===== src/design/alm_pkg.sv =====
// Shared constants, codes and the sample scaling function for the latency meter.
`default_nettype none

package alm_pkg;

  localparam int CFG_INDEX_W = 1;
  localparam int CFG_DATA_W  = 16;

  localparam logic [CFG_INDEX_W-1:0] CFG_PULSE_LENGTH = 1'd0;
  localparam logic [CFG_INDEX_W-1:0] CFG_ATTENUATE_ON = 1'd1;

  localparam logic [15:0] PULSE_LENGTH_RESET = 16'd64;
  localparam logic        ATTENUATE_RESET    = 1'b1;

  localparam logic KIND_SAMPLE = 1'b0;
  localparam logic KIND_START  = 1'b1;

  localparam logic signed [15:0] FULL_SCALE = 16'sd32767;

  // Bits of the multiplier consumed per cycle by the serial multiply unit.
  localparam int DIGIT_W = 4;

  // Division by five through a reciprocal: floor(t / 5) == (t * 209716) >> 20
  // holds for every t below 2^18.
  localparam logic [17:0] SCALE_RECIP = 18'd209716;
  localparam int          SCALE_SHIFT = 20;
  localparam logic [15:0] SCALE_BIAS  = 16'd6554;

  // Scales a Q1.15 sample by 0.2, rounded to nearest.
  function automatic logic signed [15:0] scale_fifth(input logic signed [15:0] s);
    logic [16:0] t;
    logic [34:0] prod;
    logic [14:0] q;
    // s + 32768 is the sample with its sign bit flipped; add 4 more for the rounding.
    t    = {1'b0, ~s[15], s[14:0]} + 17'd4;
    prod = 35'(t) * 35'(SCALE_RECIP);
    q    = prod[SCALE_SHIFT +: 15];
    return $signed({1'b0, q} - SCALE_BIAS);
  endfunction

endpackage

`default_nettype wire


===== src/design/alm_ram.sv =====
// Generic simple dual-port RAM with a registered read port.
`default_nettype none

module alm_ram #(
  parameter int WIDTH = 16,
  parameter int DEPTH = 64
) (
  input  wire logic                     clk,
  input  wire logic                     we,
  input  wire logic [$clog2(DEPTH)-1:0] waddr,
  input  wire logic [WIDTH-1:0]         wdata,
  input  wire logic [$clog2(DEPTH)-1:0] raddr,
  output logic      [WIDTH-1:0]         rdata
);

  logic [WIDTH-1:0] mem [DEPTH];

  always_ff @(posedge clk) begin
    if (we) begin
      mem[waddr] <= wdata;
    end
    rdata <= mem[raddr];
  end

endmodule

`default_nettype wire


===== src/design/audio_loop_latency_meter.sv =====
// Round-trip audio latency meter: test pulse generator and windowed peak detector.
//
// Input beats carry a kind bit and a left/right Q1.15 sample pair; every input
// beat yields exactly one output beat with the output samples, the peak flag,
// the latched latency and the armed flag. A start beat arms calibration, loads
// the pulse counter and empties the sample window.
// Timing: a start beat or an unarmed sample beat goes from the idle state straight to
// the finish state, which loads the output register; the next beat is taken once the
// meter is idle again. An armed sample beat runs its products through one 4-bit
// digit-serial multiplier: each product steps through the multiplier digits until no
// nonzero digit is left, then through a step state. A beat needs three products when
// the detector input is not above the window mean and eight otherwise, and no new
// beat is taken until its result is in the output register.
// The output register holds a finished result while the receiver stalls, and the
// next input beat is taken meanwhile; that beat then waits for the register.
// Reset clears the configuration to its defaults, disarms the meter and empties
// the window; the window memory needs no clearing pass, since a fill count marks
// which entries were written since the last start.
// Configuration writes take effect at once and are meant for idle periods.
`default_nettype none

module audio_loop_latency_meter #(
  parameter int WINDOW_DEPTH = 64
) (
  input  wire logic                               clk,
  input  wire logic                               rst_n,

  input  wire logic                               cfg_we,
  input  wire logic [alm_pkg::CFG_INDEX_W-1:0]    cfg_index,
  input  wire logic [alm_pkg::CFG_DATA_W-1:0]     cfg_data,

  input  wire logic                               in_valid,
  output logic                                    in_ready,
  input  wire logic                               in_kind,
  input  wire logic signed [15:0]                 in_left_in,
  input  wire logic signed [15:0]                 in_right_in,

  output logic                                    out_valid,
  input  wire logic                               out_ready,
  output logic signed [15:0]                      out_left_out,
  output logic signed [15:0]                      out_right_out,
  output logic                                    out_latency_valid,
  output logic [31:0]                             out_latency_samples,
  output logic                                    out_armed
);

  import alm_pkg::*;

  localparam int LW  = $clog2(WINDOW_DEPTH);
  localparam int SW  = 16 + LW;          // window sum, signed
  localparam int QW  = 31 + LW;          // window sum of squares
  localparam int DW  = 17 + LW;          // N*x - sum
  localparam int MW  = DW;               // multiplier operand
  localparam int PW  = 39 + 3 * LW;      // products and compare operands
  localparam int WPW = $clog2(WINDOW_DEPTH);
  localparam int FW  = $clog2(WINDOW_DEPTH + 1);

  localparam logic [MW-1:0]  N_M      = MW'(WINDOW_DEPTH);
  localparam logic [MW-1:0]  NM1_M    = MW'(WINDOW_DEPTH - 1);
  localparam logic [MW-1:0]  N100_M   = MW'(100 * WINDOW_DEPTH);
  localparam logic [FW-1:0]  FILL_MAX = FW'(WINDOW_DEPTH);
  localparam logic [WPW-1:0] POS_LAST = WPW'(WINDOW_DEPTH - 1);

  typedef enum logic [1:0] {ST_IDLE, ST_MUL, ST_STEP, ST_FINISH} state_t;

  // Products in evaluation order: N*x, S*S, N*Q, d*d, dd*(N-1), var*100N,
  // then the squares of the new and the retired window sample.
  typedef enum logic [2:0] {OP_NX, OP_SS, OP_NQ, OP_DD, OP_L, OP_R, OP_XX, OP_OO} op_t;

  state_t state_r;
  op_t    op_r;

  logic [15:0]        pulse_length_r;
  logic               attenuate_r;

  logic               calibrating_r;
  logic [15:0]        pulse_left_r;
  logic [31:0]        lag_r;
  logic [31:0]        measured_r;
  logic [WPW-1:0]     write_pos_r;
  logic [FW-1:0]      fill_r;
  logic signed [SW-1:0] sum_r;
  logic [QW-1:0]      sq_r;

  logic               start_r;
  logic               cal_r;
  logic               peak_r;
  logic signed [15:0] x_r;
  logic signed [15:0] y_r;

  logic [PW-1:0]      acc_r;
  logic [PW-1:0]      mcand_r;
  logic [MW-1:0]      mplier_r;
  logic [DW-1:0]      d_r;
  logic [PW-1:0]      tmp_r;
  logic [PW-1:0]      lhs_r;

  logic               out_valid_r;
  logic signed [15:0] out_left_r;
  logic signed [15:0] out_right_r;
  logic               out_latency_valid_r;
  logic [31:0]        out_latency_samples_r;
  logic               out_armed_r;

  logic signed [15:0] lin_scaled;
  logic signed [15:0] rin_scaled;
  logic [PW+DIGIT_W-1:0] pp_full;
  logic [PW-1:0]      sum_ext;
  logic [SW-1:0]      sum_mag;
  logic [PW-1:0]      d_full;
  logic               d_pos;
  logic [15:0]        x_mag;
  logic [15:0]        ram_rd;
  logic signed [15:0] old_val;
  logic [15:0]        old_mag;
  logic               out_free;
  logic               out_load;
  logic               ram_we;
  logic [31:0]        lag_inc;

  op_t                step_op;
  logic [PW-1:0]      step_mcand;
  logic [MW-1:0]      step_mplier;
  logic               step_done;

  assign lin_scaled = attenuate_r ? scale_fifth(in_left_in)  : in_left_in;
  assign rin_scaled = attenuate_r ? scale_fifth(in_right_in) : in_right_in;

  assign pp_full = mcand_r * mplier_r[DIGIT_W-1:0];

  assign sum_ext = PW'(sum_r);
  assign sum_mag = sum_r[SW-1] ? $unsigned(-sum_r) : $unsigned(sum_r);
  assign d_full  = acc_r - sum_ext;
  assign d_pos   = !d_full[PW-1] && (d_full != '0);
  assign x_mag   = x_r[15] ? $unsigned(-x_r) : $unsigned(x_r);

  // Entries not written since the last start read as zero.
  assign old_val = (fill_r == FILL_MAX) ? $signed(ram_rd) : 16'sd0;
  assign old_mag = old_val[15] ? $unsigned(-old_val) : $unsigned(old_val);

  assign out_free = !out_valid_r || out_ready;
  assign out_load = (state_r == ST_FINISH) && out_free;
  assign ram_we   = (state_r == ST_FINISH) && out_free && cal_r;
  assign lag_inc  = (&lag_r) ? lag_r : lag_r + 32'd1;

  alm_ram #(
    .WIDTH(16),
    .DEPTH(WINDOW_DEPTH)
  ) u_window (
    .clk  (clk),
    .we   (ram_we),
    .waddr(write_pos_r),
    .wdata(x_r),
    .raddr(write_pos_r),
    .rdata(ram_rd)
  );

  // Operands of the next product once the current one is complete.
  always_comb begin
    step_op     = op_r;
    step_mcand  = '0;
    step_mplier = '0;
    step_done   = 1'b0;
    case (op_r)
      OP_NX: begin
        if (d_pos) begin
          step_op     = OP_SS;
          step_mcand  = PW'(sum_mag);
          step_mplier = MW'(sum_mag);
        end else begin
          step_op     = OP_XX;
          step_mcand  = PW'(x_mag);
          step_mplier = MW'(x_mag);
        end
      end
      OP_SS: begin
        step_op     = OP_NQ;
        step_mcand  = PW'(sq_r);
        step_mplier = N_M;
      end
      OP_NQ: begin
        step_op     = OP_DD;
        step_mcand  = PW'(d_r);
        step_mplier = d_r;
      end
      OP_DD: begin
        step_op     = OP_L;
        step_mcand  = acc_r;
        step_mplier = NM1_M;
      end
      OP_L: begin
        step_op     = OP_R;
        step_mcand  = tmp_r;
        step_mplier = N100_M;
      end
      OP_R: begin
        step_op     = OP_XX;
        step_mcand  = PW'(x_mag);
        step_mplier = MW'(x_mag);
      end
      OP_XX: begin
        step_op     = OP_OO;
        step_mcand  = PW'(old_mag);
        step_mplier = MW'(old_mag);
      end
      default: begin
        step_done = 1'b1;
      end
    endcase
  end

  always_ff @(posedge clk) begin
    if (!rst_n) begin
      state_r             <= ST_IDLE;
      op_r                <= OP_NX;
      pulse_length_r      <= PULSE_LENGTH_RESET;
      attenuate_r         <= ATTENUATE_RESET;
      calibrating_r       <= 1'b0;
      pulse_left_r        <= '0;
      lag_r               <= '0;
      measured_r          <= '0;
      write_pos_r         <= '0;
      fill_r              <= '0;
      sum_r               <= '0;
      sq_r                <= '0;
      out_valid_r         <= 1'b0;
    end else begin
      if (cfg_we) begin
        case (cfg_index)
          CFG_PULSE_LENGTH: pulse_length_r <= cfg_data;
          CFG_ATTENUATE_ON: attenuate_r    <= cfg_data[0];
          default: ;
        endcase
      end

      if (out_load) begin
        out_valid_r <= 1'b1;
      end else if (out_ready) begin
        out_valid_r <= 1'b0;
      end

      case (state_r)
        ST_IDLE: begin
          if (in_valid) begin
            start_r <= (in_kind == KIND_START);
            cal_r   <= (in_kind == KIND_SAMPLE) && calibrating_r;
            x_r     <= lin_scaled;
            y_r     <= rin_scaled;
            peak_r  <= 1'b0;
            if ((in_kind == KIND_SAMPLE) && calibrating_r) begin
              op_r     <= OP_NX;
              mcand_r  <= PW'(lin_scaled);
              mplier_r <= N_M;
              acc_r    <= '0;
              state_r  <= ST_MUL;
            end else begin
              state_r  <= ST_FINISH;
            end
          end
        end

        ST_MUL: begin
          if (mplier_r == '0) begin
            state_r <= ST_STEP;
          end else begin
            acc_r    <= acc_r + pp_full[PW-1:0];
            mcand_r  <= mcand_r << DIGIT_W;
            mplier_r <= mplier_r >> DIGIT_W;
          end
        end

        ST_STEP: begin
          case (op_r)
            OP_NX: d_r    <= d_full[DW-1:0];
            OP_SS: tmp_r  <= acc_r;
            // Clamp the variance term at zero.
            OP_NQ: tmp_r  <= (acc_r > tmp_r) ? acc_r - tmp_r : '0;
            OP_L:  lhs_r  <= acc_r;
            OP_R:  peak_r <= (lhs_r > acc_r);
            OP_XX: tmp_r  <= acc_r;
            default: ;
          endcase
          if (step_done) begin
            state_r <= ST_FINISH;
          end else begin
            op_r     <= step_op;
            mcand_r  <= step_mcand;
            mplier_r <= step_mplier;
            acc_r    <= '0;
            state_r  <= ST_MUL;
          end
        end

        ST_FINISH: begin
          if (out_free) begin
            state_r             <= ST_IDLE;
            out_latency_valid_r <= cal_r && peak_r;
            if (start_r) begin
              calibrating_r         <= 1'b1;
              pulse_left_r          <= pulse_length_r;
              fill_r                <= '0;
              sum_r                 <= '0;
              sq_r                  <= '0;
              out_left_r            <= 16'sd0;
              out_right_r           <= 16'sd0;
              out_latency_samples_r <= measured_r;
              out_armed_r           <= 1'b1;
            end else if (cal_r) begin
              // Here tmp_r holds the new sample squared and acc_r the retired one squared.
              sum_r       <= sum_r + SW'(x_r) - SW'(old_val);
              sq_r        <= sq_r + QW'(tmp_r) - QW'(acc_r);
              write_pos_r <= (write_pos_r == POS_LAST) ? '0 : write_pos_r + WPW'(1);
              if (fill_r != FILL_MAX) begin
                fill_r <= fill_r + FW'(1);
              end
              if (peak_r) begin
                measured_r            <= lag_inc;
                calibrating_r         <= 1'b0;
                out_latency_samples_r <= lag_inc;
                out_armed_r           <= 1'b0;
              end else begin
                out_latency_samples_r <= measured_r;
                out_armed_r           <= 1'b1;
              end
              // The lag counter is held at the pulse length while the pulse runs.
              if (pulse_left_r != '0) begin
                pulse_left_r <= pulse_left_r - 16'd1;
                lag_r        <= {16'd0, pulse_length_r};
                out_left_r   <= FULL_SCALE;
                out_right_r  <= FULL_SCALE;
              end else begin
                lag_r        <= lag_inc;
                out_left_r   <= 16'sd0;
                out_right_r  <= 16'sd0;
              end
            end else begin
              out_left_r            <= x_r;
              out_right_r           <= y_r;
              out_latency_samples_r <= measured_r;
              out_armed_r           <= calibrating_r;
            end
          end
        end

        default: begin
          state_r <= ST_IDLE;
        end
      endcase
    end
  end

  assign in_ready            = (state_r == ST_IDLE);
  assign out_valid           = out_valid_r;
  assign out_left_out        = out_left_r;
  assign out_right_out       = out_right_r;
  assign out_latency_valid   = out_latency_valid_r;
  assign out_latency_samples = out_latency_samples_r;
  assign out_armed           = out_armed_r;

endmodule

`default_nettype wire

===== config.mk =====
export PLATFORM = sky130hd
export DESIGN_NAME = audio_loop_latency_meter
export DESIGN_NICKNAME = d
export VERILOG_FILES = /design/src/design/alm_pkg.sv /design/src/design/alm_ram.sv /design/src/design/audio_loop_latency_meter.sv
export SDC_FILE = /design/constraint.sdc
export NUM_CORES = 2
export LEC_CHECK = 0
export BUFFER_PORTS_ARGS = -buffer_cell sky130_fd_sc_hd__clkbuf_2
export CAP_MARGIN = 20
export CORE_MARGIN = 2
export CORE_UTILIZATION = 50
export DETAILED_ROUTE_END_ITERATION = 7
export MAX_ROUTING_LAYER = met4
export PLACE_DENSITY_LB_ADDON = 0.05
export SYNTH_ARGS = -nofsm -noshare
export SYNTH_HDL_FRONTEND = slang
export SYNTH_HIERARCHICAL = 1
export SYNTH_SLANG_ARGS = --single-unit

===== constraint.sdc =====
create_clock -name clk -period 9.9 [get_ports clk]
set_input_delay 1.485 -clock clk [delete_from_list [all_inputs] [get_ports clk]]
set_output_delay 1.485 -clock clk [all_outputs]
set_load 0.1 [all_outputs]

==> summary.md <==
| Metric | Value |
|---|---|
| Number of global-route vias before repair | `around 65k` |
| Vias | `65.31k` |
| Violation count after the first detailed-routing iteration | `between 5k and 6k` |
| Endpoints failing setup | `0` |
| Most frequent cells in the layout | `edfxtp_1 (1399), inv_1 (824), nand2_1 (707)` |
| Reg2reg end | `acc_r[56]` |
| WHS | `455.2 ps` |
| Post-DR wirelength/cell | `~25 um` |
| Most used DFF post-synth | `edfxtp_1` |
| VDD IR max | `between 0.5 and 0.6 mV` |
| Commonest non-fill, non-tap cell in the layout | `edfxtp_1` |
| CP peak stage delay | `~500 ps` |
| Unrepaired setup endpoints after global routing | `no` |
| Finished Layout Cells | `~11k` |
| # hold bufs at CTS | `0` |
| Total clock sinks | `~1.6k` |
| Die outline height | `around 440 um` |
| Cell Area, Placed | `roughly 100000 um2` |
| Cts bufs inserted | `roughly 170` |
| Hold Crit Depth | `2` |
| Slowest CP cell | `fa_1` |
| CTS Buffer Depth | `3` |
| Hold Startpoint | `measured_r[11]` |
| Root buffer cell | `clkbuf_16` |
| Clk_lat worst skew | `approximately 850 ps` |
| Clk_skew | `71.05 ps` |
| Sequential share of the synthesized area | `0.4756` |
| CP arrival | `approximately 9600 ps` |
| Fin crit share | `0.9105` |
| Pre-CTS setup slack | `145.9 ps` |
| CTS H-tree lvls | `4` |
| ANT nets after route | `0` |
| R2r setup slk | `roughly 2500 ps` |
| Post-synth EDFFs | `1399` |
| GRT Total Usage | `0.2872` |
| Placed Cells | `10.66k` |
| Synthesized area per cell | `11.83 um2` |
| P per Cell Area | `between 300 and 400 nW/um2` |
| Die Width | `443.1 um` |
| Final hold vios | `0` |
| Leak pwr | `40.92 nW` |
| Post-Route WL | `273500 um` |
| Worst slew pin tran | `1217 ps` |
| WS Path Type | `input pin to flop` |
| DR pass1 iterations | `6` |
| Tot Pwr | `a little over 40 mW` |
| Core ar. | `roughly 190000 um2` |
| Number of core rows | `between 150 and 200` |
| Crit path required time | `roughly 10000 ps` |
| Port bufs | `about 120` |
| Worst R2R Path Depth | `21` |
| Number of remaining DRC errors | `0` |
| Area grow syn2layout | `10.07%` |
| Element type at the critical path end | `flop` |
| HPWL Detailed | `around 190000 um` |
| R2r startpoint | `mplier_r[1]` |
| Final core occ | `0.5523` |
| Synth Net Count | `roughly 9k` |
| Initial Util | `0.5017` |
| Netlist cell types | `114` |
| Post-synthesis cell count | `between 8k and 9k` |
| Final min period | `roughly 9000 ps` |
| Clk pin slew, worst setup/hold paths | `~60 ps` |
| Largest net degree at the start of global routing | `about 130` |
| CTS resizes | `0` |
| Grt ovf | `0` |
| Synth Register Bits | `1591` |
| CTS tree | `done` |
| I/O pins | `about 120` |
| Final instance area | `between 100000 and 150000 um2` |
| Final GP Congestion | `between 0.9 and 1` |
| Antenna violations before repair | `5` |
| Hold Path Class | `flop to flop` |
| Fill cell count | `about 16k` |
| Final TNS setup | `0 ps` |
| Share of layout cells above drive strength 1 | `0.1119` |
| Worst rel slew slack | `0.1884` |
| Slew Limit Fails | `0` |
| Worst hold path endpoint | `measured_r[11]` |
| Final net count | `between 9k and 10k` |
| MaxCap Viol Count | `0` |
| Asr flop ratio synth | `0` |
| Status | `finished clean` |
| Post CTS Setup Buffer Count | `0` |
| Worst setup SP type | `input pin` |
| Routed vias/inst | `slightly below 6` |
| Yosys synthesis warning count | `6` |
| Max Fclk | `110.9 MHz` |
| Final worst slack | `about 900 ps` |
| Crit Path Max Fanout | `40` |
| Cell area after synthesis | `between 90000 and 100000 um2` |
| Die Area | `about 200000 um2` |
| First-pass GRT wire length | `about 420000 um` |
[report_power, final]
part	internal (mW)	leakage [nW]	switching, mW	total [mW]
Combinational	9.84	23.9	15.1	25.0
Clock	3.76	2.83	2.83	6.59
Sequential	9.02	14.2	0.616	9.64
Total	22.6	40.9	18.6	41.2
[Yosys cell counts, drive strengths merged, types with 18 or more instances]
cell | number | share of area
o31ai | 35 | 0.0028
mux4 | 223 | 0.052
buf | 107 | 0.0079
dfxtp | 192 | 0.040
nor4 | 34 | 0.0024
a21oi | 408 | 0.021
ha | 563 | 0.073
nand3 | 129 | 0.0067
a221o | 39 | 0.0040
and3 | 59 | 0.0039
o21a | 52 | 0.0040
mux2i | 147 | 0.015
o211ai | 22 | 0.0017
nor2b | 72 | 0.0047
a221oi | 39 | 0.0039
a22oi | 118 | 0.0092
and2 | 150 | 0.0097
or3 | 32 | 0.0021
nand2 | 710 | 0.028
or2 | 18 | 0.0012
a211oi | 60 | 0.0048
nand2b | 49 | 0.0032
mux2 | 36 | 0.0042
and4 | 23 | 0.0021
o21ai | 304 | 0.016
a21o | 208 | 0.016
a211o | 26 | 0.0024
a22o | 64 | 0.0058
o21bai | 43 | 0.0033
o22ai | 34 | 0.0022
xor2 | 131 | 0.012
inv | 825 | 0.032
a31oi | 45 | 0.0029
clkbuf | 246 | 0.0096
fa | 385 | 0.080
nand4 | 87 | 0.0057
edfxtp | 1399 | 0.44
nor2 | 434 | 0.017
nor3 | 107 | 0.0056
a311oi | 21 | 0.0020
xnor2 | 250 | 0.023
[worst max-delay path by stage]
stage / from / depth (start not counted) / slack, ps / to
after detailed placement: in_left_in[5] / 33 / 150 / mcand_r[19]
after global placement: in_left_in[5] / 32 / 250 / mcand_r[55]
after floorplan: in_left_in[4] / 32 / 690 / mcand_r[47]
after CTS: in_left_in[5] / 32 / 1000 / mcand_r[40]
final: in_left_in[5] / 32 / 890 / mcand_r[52]
after global routing: in_right_in[4] / 31 / 500 / y_r[14]
[area by class of cell]
cell class              instances  area, um2  area share
well taps                    2526       3161     0.02978
flip-flops and latches       1591      45870      0.4322
repair buffers                334       2275     0.02143
clock inverters               105       1177     0.01109
clock buffers                 220       4651     0.04382
inverters                     827       3107     0.02927
diodes                          3      7.507  0.00007073
multi-input cells            5380      45880      0.4323
[sequential cells by signal, summed over array words and instances (netlist names), 23 cells and up]
name and flops:
mplier_r 23, tmp_r 57, lag_r 32, mcand_r 57, acc_r 57, out_latency_samples 32
sq_r 37, lhs_r 57, measured_r 32, u_window/mem 1024, d_r 23
[worst max-delay path, delay by kind of cell]
family | cells | cell delay, ps
adders and majority gates | 8 | 3190
xor gates and xnor gates | 2 | 460
buffers and inverters | 6 | 520
AOI/OAI and AO/OA | 8 | 2200
and+or+nand+nor | 8 | 1610
[kinds of logic (layout without fill, tap and decap cells)]
group                      Yosys count  in the layout  synth area share
buffers and inverters             1180           1486           0.04967
DFF                               1591           1591            0.4756
muxes                              406            406           0.07163
and+or+nand+nor                   1964           1964           0.09743
xor gates and xnor gates           381            381           0.03469
AOI/OAI and AO/OA                 1681           1681            0.1180
adders and majority gates          948            948            0.1530
other                                0              3                 0
[metal layers]
| layer | track usage | vias to the layer above | wire length, um |
|---|---|---|---|
| li1 | - | 30080 | - |
| met3 | 0.03074 | 334 | 12880 |
| met4 | 0.07248 | 0 | 6763 |
| met2 | 0.4638 | 1703 | 132600 |
| met5 | - | - | 0 |
| met1 | 0.3907 | 33200 | 121300 |
Note: power is estimated with default switching activity, not from simulation.
